$ cat src/sv/ple_pkg.sv
`default_nettype none
// ----------------------------------------------------------------------------
// ple_pkg
// Shared field widths, request kinds, status codes and the cell command.
// ----------------------------------------------------------------------------
package ple_pkg;

	localparam int KIND_BITS   = 2;
	localparam int POS_BITS    = 5;
	localparam int STATUS_BITS = 2;
	localparam int FPOS_BITS   = 4;
	localparam int LEN_BITS    = 5;

	localparam logic [KIND_BITS-1:0] KIND_INSERT = 2'd0;
	localparam logic [KIND_BITS-1:0] KIND_DELETE = 2'd1;
	localparam logic [KIND_BITS-1:0] KIND_SEARCH = 2'd2;

	localparam logic [STATUS_BITS-1:0] ST_DONE  = 2'd0;
	localparam logic [STATUS_BITS-1:0] ST_RANGE = 2'd1;
	localparam logic [STATUS_BITS-1:0] ST_FULL  = 2'd2;

	// Shift command broadcast to every cell of the row.
	typedef struct packed {
		logic                ins;
		logic                del;
		logic [POS_BITS-1:0] pos;
	} cell_cmd_t;

endpackage
`default_nettype wire

$ cat src/sv/ple_cell.sv
`default_nettype none
// ----------------------------------------------------------------------------
// ple_cell
// One list slot: holds an entry, shifts from a neighbor, matches a key.
// ----------------------------------------------------------------------------
module ple_cell #(
	parameter int VALUE_BITS = 32,
	parameter int INDEX      = 0
) (
	input  wire                   clk,
	input  ple_pkg::cell_cmd_t    cmd,
	input  wire  [VALUE_BITS-1:0] din,
	input  wire  [VALUE_BITS-1:0] left,
	input  wire  [VALUE_BITS-1:0] right,
	input  wire  [VALUE_BITS-1:0] key,
	output logic [VALUE_BITS-1:0] value,
	output logic                  match
);
	import ple_pkg::*;

	logic [VALUE_BITS-1:0] value_q;
	logic                  at_pos;
	logic                  after_pos;

	assign at_pos    = (32'(cmd.pos) == 32'(INDEX));
	assign after_pos = (32'(cmd.pos) < 32'(INDEX));

	always_ff @(posedge clk) begin
		if (cmd.ins && (at_pos || after_pos)) begin
			// open a gap at the insert point, later entries move back
			value_q <= at_pos ? din : left;
		end else if (cmd.del && (at_pos || after_pos)) begin
			value_q <= right;
		end
	end

	assign value = value_q;
	assign match = (value_q == key);

endmodule
`default_nettype wire

$ cat src/sv/ple_first_match.sv
`default_nettype none
// ----------------------------------------------------------------------------
// ple_first_match
// Registered priority encoder: lowest matching cell of the row.
// ----------------------------------------------------------------------------
module ple_first_match #(
	parameter int DEPTH = 16
) (
	input  wire                      clk,
	input  wire                      en,
	input  wire  [DEPTH-1:0]         hits,
	output logic                     found,
	output logic [$clog2(DEPTH)-1:0] index
);
	import ple_pkg::*;

	localparam int IDX_BITS = $clog2(DEPTH);

	logic                found_q;
	logic [IDX_BITS-1:0] index_q;
	logic [IDX_BITS-1:0] first;

	always_comb begin
		first = '0;
		for (int i = DEPTH - 1; i >= 0; i--) begin
			if (hits[i]) begin
				first = IDX_BITS'(i);
			end
		end
	end

	always_ff @(posedge clk) begin
		if (en) begin
			found_q <= |hits;
			index_q <= first;
		end
	end

	assign found = found_q;
	assign index = index_q;

endmodule
`default_nettype wire

$ cat src/sv/positional_list_engine.sv
`default_nettype none
// ----------------------------------------------------------------------------
// positional_list_engine
// Ordered list of signed values with insert, delete and search by position.
// ----------------------------------------------------------------------------
// Usage:
//   Requests enter on the s_ group: s_tuser carries the kind (insert, delete,
//   search), s_tdata the position and the value or search key. Each request
//   gives exactly one result on the m_ group: status, found flag, first
//   matching position and the list length after the request.
//   The list lives in a row of DEPTH cells. An accepted insert or delete
//   shifts every cell past the position by one slot in the accept cycle;
//   a search compares all cells against the key in that same cycle.
//   An accepted request passes the compare stage, then the first-match
//   encoder stage, before m_tvalid. Throughput: one request per cycle while
//   the output is not stalled, set by the single cell shift per cycle; the following request sees the shifted row.
//   Reset empties the list (length zero) and clears both pipeline stages;
//   cell contents are not cleared and are never read before being written.
//   When m_tready is low the result holds; one more request is taken into
//   the compare stage, then s_tready drops until the result is taken.
// ----------------------------------------------------------------------------
module positional_list_engine #(
	parameter int DEPTH      = 16,
	parameter int VALUE_BITS = 32
) (
	input  wire                                             clk,
	input  wire                                             arst_n,
	input  wire                                             s_tvalid,
	output logic                                            s_tready,
	// bits from 0: position[4:0], value[VALUE_BITS-1:0], zero pad
	input  wire  [((ple_pkg::POS_BITS+VALUE_BITS+7)/8)*8-1:0] s_tdata,
	// bits from 0: kind[1:0]
	input  wire  [ple_pkg::KIND_BITS-1:0]                   s_tuser,
	output logic                                            m_tvalid,
	input  wire                                             m_tready,
	// bits from 0: status[1:0], found, found_position[3:0], length[4:0], pad
	output logic [15:0]                                     m_tdata
);
	import ple_pkg::*;

	localparam int CNT_BITS = $clog2(DEPTH + 1);
	localparam int IDX_BITS = $clog2(DEPTH);
	localparam int OUT_BITS = STATUS_BITS + 1 + FPOS_BITS + LEN_BITS;

	logic [CNT_BITS-1:0]    count_q;
	logic [KIND_BITS-1:0]   kind;
	logic [POS_BITS-1:0]    pos;
	logic [VALUE_BITS-1:0]  val;
	logic                   accept;
	logic                   pos_le_cnt;
	logic                   pos_lt_cnt;
	logic                   cnt_full;
	logic                   ins_ok;
	logic                   del_ok;
	logic [STATUS_BITS-1:0] status_c;
	logic [CNT_BITS-1:0]    count_next;
	cell_cmd_t              cmd;

	logic [VALUE_BITS-1:0]  cell_val [DEPTH];
	logic [DEPTH-1:0]       cell_match;
	logic [DEPTH-1:0]       hits_c;

	logic                   valid_s1;
	logic [STATUS_BITS-1:0] status_s1;
	logic [CNT_BITS-1:0]    cnt_s1;
	logic [DEPTH-1:0]       hits_s1;
	logic                   adv_s1;

	logic                   out_valid_q;
	logic [STATUS_BITS-1:0] status_q;
	logic [CNT_BITS-1:0]    cnt_q;
	logic                   found;
	logic [IDX_BITS-1:0]    found_idx;

	assign kind = s_tuser;
	assign pos  = s_tdata[POS_BITS-1:0];
	assign val  = s_tdata[POS_BITS +: VALUE_BITS];

	assign adv_s1   = valid_s1 && (!out_valid_q || m_tready);
	assign s_tready = !valid_s1 || !out_valid_q || m_tready;
	assign accept   = s_tvalid && s_tready;

	assign pos_le_cnt = (32'(pos) <= 32'(count_q));
	assign pos_lt_cnt = (32'(pos) < 32'(count_q));
	assign cnt_full   = (32'(count_q) >= 32'(DEPTH));
	assign ins_ok     = (kind == KIND_INSERT) && pos_le_cnt && !cnt_full;
	assign del_ok     = (kind == KIND_DELETE) && pos_lt_cnt;

	always_comb begin
		status_c = ST_DONE;
		if (kind == KIND_INSERT) begin
			if (!pos_le_cnt) begin
				status_c = ST_RANGE;
			end else if (cnt_full) begin
				status_c = ST_FULL;
			end
		end else if (kind == KIND_DELETE) begin
			if (!pos_lt_cnt) begin
				status_c = ST_RANGE;
			end
		end
	end

	always_comb begin
		count_next = count_q;
		if (ins_ok) begin
			count_next = count_q + CNT_BITS'(1);
		end else if (del_ok) begin
			count_next = count_q - CNT_BITS'(1);
		end
	end

	assign cmd.ins = accept && ins_ok;
	assign cmd.del = accept && del_ok;
	assign cmd.pos = pos;

	// row of cells, each shifts from its left or right neighbor
	for (genvar i = 0; i < DEPTH; i++) begin : g_cell
		logic [VALUE_BITS-1:0] left_v;
		logic [VALUE_BITS-1:0] right_v;

		if (i == 0) begin : g_head
			assign left_v = val;
		end else begin : g_mid_l
			assign left_v = cell_val[i-1];
		end
		if (i == DEPTH - 1) begin : g_tail
			assign right_v = cell_val[i];
		end else begin : g_mid_r
			assign right_v = cell_val[i+1];
		end

		ple_cell #(
			.VALUE_BITS (VALUE_BITS),
			.INDEX      (i)
		) u_cell (
			.clk   (clk),
			.cmd   (cmd),
			.din   (val),
			.left  (left_v),
			.right (right_v),
			.key   (val),
			.value (cell_val[i]),
			.match (cell_match[i])
		);

		// only live entries count as hits, and only for a search
		assign hits_c[i] = cell_match[i] && (32'(i) < 32'(count_q)) &&
			(kind == KIND_SEARCH);
	end

	always_ff @(posedge clk or negedge arst_n) begin
		if (!arst_n) begin
			count_q     <= '0;
			valid_s1    <= 1'b0;
			out_valid_q <= 1'b0;
		end else begin
			if (accept) begin
				count_q  <= count_next;
				valid_s1 <= 1'b1;
			end else if (adv_s1) begin
				valid_s1 <= 1'b0;
			end
			if (adv_s1) begin
				out_valid_q <= 1'b1;
			end else if (m_tready) begin
				out_valid_q <= 1'b0;
			end
		end
	end

	always_ff @(posedge clk) begin
		if (accept) begin
			status_s1 <= status_c;
			cnt_s1    <= count_next;
			hits_s1   <= hits_c;
		end
		if (adv_s1) begin
			status_q <= status_s1;
			cnt_q    <= cnt_s1;
		end
	end

	ple_first_match #(
		.DEPTH (DEPTH)
	) u_first_match (
		.clk   (clk),
		.en    (adv_s1),
		.hits  (hits_s1),
		.found (found),
		.index (found_idx)
	);

	assign m_tvalid = out_valid_q;
	assign m_tdata  = {(16 - OUT_BITS)'(0), LEN_BITS'(cnt_q),
		found ? FPOS_BITS'(found_idx) : FPOS_BITS'(0), found, status_q};

	// list never grows past the row of cells
	assert property (@(posedge clk) disable iff (!arst_n)
		32'(count_q) <= 32'(DEPTH))
		else $error("list length exceeds depth");

	// an accepted insert grows the list by exactly one
	assert property (@(posedge clk) disable iff (!arst_n)
		cmd.ins |=> count_q == $past(count_q) + CNT_BITS'(1))
		else $error("insert did not grow the list");

	// a full status only ever reports a full list
	assert property (@(posedge clk) disable iff (!arst_n)
		(valid_s1 && status_s1 == ST_FULL) |-> 32'(cnt_s1) == 32'(DEPTH))
		else $error("full status on a list that is not full");

	// a hit is only reported with a done status
	assert property (@(posedge clk) disable iff (!arst_n)
		(out_valid_q && found) |-> status_q == ST_DONE)
		else $error("search hit with an error status");

endmodule
`default_nettype wire

$ cat config.mk
export PLATFORM = sky130hd
export DESIGN_NAME = positional_list_engine
export DESIGN_NICKNAME = d
export VERILOG_FILES = /design/src/sv/ple_pkg.sv /design/src/sv/ple_cell.sv /design/src/sv/ple_first_match.sv /design/src/sv/positional_list_engine.sv
export SDC_FILE = /design/constraint.sdc
export NUM_CORES = 2
export LEC_CHECK = 0
export BUFFER_PORTS_ARGS = -buffer_cell sky130_fd_sc_hd__buf_2
export CAP_MARGIN = 0
export CORE_UTILIZATION = 64
export DETAILED_ROUTE_END_ITERATION = 16
export GPL_TIMING_DRIVEN = 0
export PLACE_DENSITY = 0.86
export SYNTH_ARGS = -nofsm -noshare
export SYNTH_HDL_FRONTEND = slang
export SYNTH_SLANG_ARGS = --single-unit
$ cat constraint.sdc
create_clock -name clk -period 7.1 [get_ports clk]
set_clock_uncertainty 0.05 [all_clocks]
set_input_delay 1.065 -clock clk [delete_from_list [all_inputs] [get_ports clk]]
set_output_delay 1.065 -clock clk [all_outputs]
set_load 0.02 [all_outputs]
Yosys cells after proc, flatten, opt, wreduce, memory -nomap -nowiden
Cells that the tools add are included.
{"block": "op_classes", "n_bitwise": 0, "n_reduce_logical": 114, "n_addsub": 2, "div_mod_pow": 0, "n_eq_ne": 33, "magnitude_cmp": 34, "n_mul": 0, "n_shift": 0, "muxes": 72}
{"op": "2-to-1 mux 32 bit", "count": 45}
{"op": "== test 32 bit", "count": 16}
{"op": "logical AND 1 bit", "count": 70}
{"op": "== test 5 x 4 -> 1 bit (second input constant)", "count": 8}
{"op": "< comparator 4 x 5 -> 1 bit (first input constant)", "count": 8}
{"op": "< comparator 5 x 4 -> 1 bit (second input constant)", "count": 8}
{"op": "2-to-1 mux 4 bit", "count": 9}
{"op": "nonzero test 2 bit", "count": 17}
{"op": "== test 5 x 3 -> 1 bit (second input constant)", "count": 4}
{"op": "< comparator 3 x 5 -> 1 bit (first input constant)", "count": 4}
{"op": "< comparator 5 x 3 -> 1 bit (second input constant)", "count": 4}
{"op": "logical OR 1 bit", "count": 18}
{"op": "OR reduction 16 bit", "count": 1}
{"op": "2-to-1 mux 3 bit", "count": 4}
{"op": "== test 5 x 2 -> 1 bit (second input constant)", "count": 2}
{"op": "< comparator 1 x 5 -> 1 bit (first input constant)", "count": 2}
{"op": "< comparator 2 x 5 -> 1 bit (first input constant)", "count": 2}
{"op": "< comparator 5 x 2 -> 1 bit (second input constant)", "count": 2}
{"op": "2-to-1 mux 2 bit", "count": 5}
{"op": "2-to-1 mux 5 bit", "count": 2}
{"op": "OR reduction 8 bit", "count": 1}
{"op": "2-to-1 mux 1 bit", "count": 7}
{"op": "adder 5 x 1 -> 5 bit (second input constant)", "count": 1}
{"op": "== test 5 x 1 -> 1 bit (second input constant)", "count": 1}
{"op": "other kinds (12)", "count": 14}
{"block": "totals", "rom_bits": 0, "ramBits": 0, "output_inout_bits": 18, "regBits": 554, "latchBits": 0, "memories": 0}

Logic depth before layout (Yosys ltp)
{"block": "depth", "word_depth": 15, "mapped_depth": 10}

Hierarchy
A second synthesis with hierarchy kept.
{"block": "hier_totals", "hier_cells": 3236, "hier_area_um2": 35054.9}
{"mod": "ple_cell (g_cell[3].u_cell)", "seq_area_each_um2": 960.9, "n_inst": 1, "cells_per_inst": 185, "area_per_inst_um2": 2184.6}
{"mod": "ple_cell (g_cell[12].u_cell)", "seq_area_each_um2": 960.9, "n_inst": 1, "cells_per_inst": 162, "area_per_inst_um2": 2162.1}
{"mod": "ple_cell (g_cell[2].u_cell)", "seq_area_each_um2": 960.9, "n_inst": 1, "cells_per_inst": 190, "area_per_inst_um2": 2158.3}
{"mod": "ple_cell (g_cell[9].u_cell)", "seq_area_each_um2": 960.9, "n_inst": 1, "cells_per_inst": 226, "area_per_inst_um2": 2123.3}
{"mod": "ple_cell (g_cell[6].u_cell)", "seq_area_each_um2": 960.9, "n_inst": 1, "cells_per_inst": 190, "area_per_inst_um2": 2114.5}
{"mod": "ple_cell (g_cell[1].u_cell)", "seq_area_each_um2": 960.9, "n_inst": 1, "cells_per_inst": 184, "area_per_inst_um2": 2055.7}
{"mod": "ple_cell (g_cell[10].u_cell)", "seq_area_each_um2": 960.9, "n_inst": 1, "cells_per_inst": 187, "area_per_inst_um2": 2050.7}
{"mod": "ple_cell (g_cell[5].u_cell)", "seq_area_each_um2": 960.9, "n_inst": 1, "cells_per_inst": 224, "area_per_inst_um2": 2029.4}
{"mod": "ple_cell (g_cell[7].u_cell)", "seq_area_each_um2": 960.9, "n_inst": 1, "cells_per_inst": 185, "area_per_inst_um2": 2018.2}
{"mod": "ple_cell (g_cell[11].u_cell)", "seq_area_each_um2": 960.9, "n_inst": 1, "cells_per_inst": 224, "area_per_inst_um2": 2014.4}
{"mod": "ple_cell (g_cell[13].u_cell)", "seq_area_each_um2": 960.9, "n_inst": 1, "cells_per_inst": 223, "area_per_inst_um2": 2013.2}
{"mod": "ple_cell (g_cell[15].u_cell)", "seq_area_each_um2": 960.9, "n_inst": 1, "cells_per_inst": 185, "area_per_inst_um2": 2009.4}
{"mod": "ple_cell (g_cell[8].u_cell)", "seq_area_each_um2": 960.9, "n_inst": 1, "cells_per_inst": 158, "area_per_inst_um2": 2003.2}
{"mod": "ple_cell (g_cell[4].u_cell)", "seq_area_each_um2": 960.9, "n_inst": 1, "cells_per_inst": 194, "area_per_inst_um2": 1990.7}
{"mod": "+4 rows"}

Worst setup path after synthesis
No wires, ideal clock.
{"block": "synth_path", "path_type": "input port to flip-flop", "start": "in s_tdata[3] (netlist name)", "end": "reg g_cell[3].u_cell.value_q[0], enable pin", "arrival_ns": 5.479, "path_buffers": 0, "t_required_ns": 6.547, "setup_ns": 0.503, "setup_slack_ns": 1.068, "path_stages": 6, "cell_sequence": "ha_1 -> and3_2 -> o21a_1 -> o31ai_1 -> nand3_1 -> nor4_1"}
{"block": "synth_via", "elab_chain_len": 6}
{"element": "start, declared", "line_no": "positional_list_engine.sv:31", "source": "input wire [((ple_pkg::POS_BITS+VALUE_BITS+7)/8)*8-1:0] s_tdata,"}
{"element": "less-or-equal comparator 5 bit", "line_no": "positional_list_engine.sv:83", "source": "assign pos_le_cnt = (32'(pos) <= 32'(count_q));"}
{"element": "logical AND 1 bit (2 in series)", "line_no": "positional_list_engine.sv:86", "source": "assign ins_ok = (kind == KIND_INSERT) && pos_le_cnt && !cnt_full;"}
{"element": "logical AND 1 bit", "line_no": "positional_list_engine.sv:113", "source": "assign cmd.ins = accept && ins_ok;"}
{"element": "logical AND 1 bit", "line_no": "ple_cell.sv:29", "source": "if (cmd.ins && (at_pos || after_pos)) begin"}
{"element": "nonzero test 2 bit (no line) *"}
{"element": "end signal, assigned", "line_no": "ple_cell.sv:31", "source": "value_q <= at_pos ? din : left;"}
{"element": "end signal, assigned", "line_no": "ple_cell.sv:33", "source": "value_q <= right;"}
{"element": "end, declared", "line_no": "ple_cell.sv:21", "source": "logic [VALUE_BITS-1:0] value_q;"}
Mark *: on every way between the ends. The rest lies on a longest branch, timed or not.
A chain may end at the register's enable or synchronous reset.

Final worst setup path
{"block": "layout_path", "start": "reg count_q[3]", "end": "reg g_cell[3].u_cell.value_q[22], enable pin"}
{"block": "layout_via", "elab_chain_len": 6}
{"element": "start, declared", "line_no": "positional_list_engine.sv:45", "source": "logic [CNT_BITS-1:0] count_q;"}
{"element": "start signal, assigned", "line_no": "positional_list_engine.sv:159", "source": "count_q <= count_next;"}
{"element": "less-or-equal comparator 5 bit / >= comparator 5 bit (equally long branches)", "line_no": "positional_list_engine.sv:83, positional_list_engine.sv:85"}
{"element": "logical AND 1 bit / logical NOT 1 bit (equally long branches)", "line_no": "positional_list_engine.sv:86"}
{"element": "logical AND 1 bit", "line_no": "positional_list_engine.sv:86"}
{"element": "logical AND 1 bit", "line_no": "positional_list_engine.sv:113"}
{"element": "logical AND 1 bit", "line_no": "ple_cell.sv:29"}
{"element": "nonzero test 2 bit (no line) *"}
Marks and branches as above.

==> impl_metrics.yaml <==
status:
  status: "finished with violations"
  failed_checks: "max-capacitance violations, max-slew violations"
place:
  portBuffers: 24
  hpwlAfterDp_mm: 107
  place_congestion: 1.11
  post_dp_cell_area_um2: 36900
detailed_routing:
  dr.pass1.iters: 6
  route.antenna.remaining_nets: 0
  wl_per_cell_um: 36.9
  avgViaCountPerCell: 7.09
  via_count: 25800
  drtIter0Drc: 3924
  wl_mm: 134
  route.detailed.drc: 0
job:
  drv_cap: 1
setup_path:
  arrival_ns: 5.69
  crit_slowest_cell: "nor4_2"
  crit_path_cell_trace: "clkbuf_1, inv_1, ha_1, and3_2, o21a_1, o21ai_1, nand3_1, nor4_2, buf_4, buf_4, buf_4"
  worst_path_largest_cell_delay_ns: 1.06
  critPathKind: "reg2reg"
  cp_common_cell: "buf_4"
  start_kind: "flip-flop"
  crit_buf_inv: 5
  crit_family: "simple AND/OR/NAND/NOR gates"
  cp.required_ns: 7.40
  crit_path_max_fanout: 10
  critical_path.endpoint_type: "flip-flop"
synthesis:
  synthArstFlopShare_pct: 1.26
  synth_cell_types: 65
  synthCells: 2745
  yosysTopAreaCell: "edfxtp_1"
  syn_area_per_cell_um2: 12.9
  synth_area_leaders: "edfxtp_1 46%, mux2_2 26%, xor2_1 7.4%"
  synthDominantCellAreaShare_pct: 46.2
  ys_warn_count: 0
  synth_ff_type: "edfxtp_1"
  ys_seq_area_share_pct: 46.7
  synth_edf_count: 547
  synth-seq-cells: 554
  syn_area_um2: 35500
worst_hold_path:
  min_path_type: "in2async"
global_route:
  grt_pass1_vias: 24800
  grt_overflow_total: 0
  grt_usage_pct: 47.6
  grt_pass1_wl_mm: 187
  antenna_found_initial: 5
  grt_max_degree: 33
layout:
  fin_util_pct: 71.6
  fin_nets: 2904
  layout-drive-gt1-share_pct: 38.1
  syn_to_final_growth_pct: 9.55
  fin_area_um2: 38900
die:
  io_pins: 64
  dieArea_um2: 56400
  die_h_um: 238
  rows: 85
  initial_utilization_pct: 65.4
  core-area_um2: 54300
  die_width_um: 238
sta:
  slew_violations: 5
  setup_viol: 0
  worst_pin_slew_ns: 1.52
  rsz0062_at_grt: "false"
  period_share_pct: 76.0
  fin_crit_ns: 5.40
  max_freq_mhz: 185
  slew_headroom_pct: -2.01
  whs_ns: 0.227
  report.final.hold_viol_count: 0
  tns_ns: 0
power:
  power.density_nw_per_um2: 210
  p_leak_nw: 13.0
  peakVddDrop_uv: 190
clocking:
  htreeDepth: 2
  clkTransAtPathRegs_ns: 0.06
  cts_resized: 0
  cts_buffer_depth: 3
  insertion_delay_ns: 0.64
  cts_made_buffers: 60
  root_buffer: "clkbuf_16"
  cts.sink_count: 554
  cts_hold_buf: 0
  cts_tree: "yes"
  cts_setup_buffers: 0
[synth_stat cells, drive strengths merged, types with 34 or more instances]
master  instances
nor3           34
buf           130
nor4           91
mux2          889
xnor2         204
edfxtp        547
nand2          89
clkbuf        118
nand3          34
xor2          302
o21ai          68
nand4          62
[kinds of logic (layout without fill, tap and decap cells)]
kind of cell	Yosys count	after routing	share of synthesized area (%)
flops	554	554	46.7
fa+ha+maj	8	8	0.282
compound gates	117	117	2.00
xor+xnor	506	506	12.5
other cells	1	7	0.0106
buf+inv	272	420	3.59
simple gates	386	386	6.34
mux	901	901	28.6
[power by group]
part	internal [W]	switching [W]	leakage (nW)
clock network	0.00192	0.00139	0.966
logic	0.000332	0.000801	7.04
registers	0.00366	0.0000758	5.03
total	0.00591	0.00226	13.0
[final timing paths]
check,startpoint,endpoint,slack (ns),depth (start not counted)
worst max-delay path,count_q[3]$_DFFE_PN0P_,g_cell[3].u_cell.value[22]$_DFFE_PP_,1.70,11
min in group clk,cnt_s1[0]$_DFFE_PP_,cnt_q[0]$_DFFE_PP_,0.37,0
worst min-delay path,arst_n,count_q[4]$_DFFE_PN0P_,0.23,1
worst min register to register,cnt_s1[0]$_DFFE_PP_,cnt_q[0]$_DFFE_PP_,0.37,0
worst max register to register,count_q[3]$_DFFE_PN0P_,g_cell[3].u_cell.value[22]$_DFFE_PP_,1.70,11
max in group asynchronous,arst_n,count_q[1]$_DFFE_PN0P_,6.57,1
[metrics by stage]
step           worst slack, ns  cells  total power (W)
2_1_floorplan             1.07   2748          0.00440
3_3_place_gp             -2.09   3511          0.00482
3_5_place_dp              1.58   3527          0.00486
4_1_cts                   2.01   3635          0.00806
5_1_grt                   1.57   3635          0.00825
6_report                  1.70   3638          0.00817
[final cells by class]
type	instances	area [um2]
multi-input combinational	1922	17800
sequential	554	16600
fill	3748	15400
clock buffer	70	1560
buffer	248	1180
tap	739	925
clock inverter	38	424
timing repair buffer	40	354
inverter	24	90.1
antenna	3	7.51
[registers in the layout (all words and copies together), names as in the netlist]
signal               count
valid_s1                 1
cnt_q                    5
m_tvalid                 1
status_s1                2
cnt_s1                   5
hits_s1                 16
status_q                 2
u_first_match.index      4
count_q                  5
u_first_match.found      1
g_cell.u_cell.value    512
[per-layer routing]
layer	part of all wire [%]	track usage (%)
met3	11	9.46
met1	35	59.6
met2	43	69.8
met4	11	43.0
met5	0.017	0.0866
[cells in the final DEF (no fill, tap or decap), types with 22 or more instances in the layout]
cell         n
xnor2_1    204
o21ai_0     65
nand4_1     62
mux2_2     824
mux2_1      62
buf_2      107
buf_4       22
inv_1       23
nor4_1      88
nand2_1     88
edfxtp_1   547
clkbuf_16   61
nand3_1     33
xor2_1     302
clkbuf_1   127
Power figures use the tool's default switching activity.
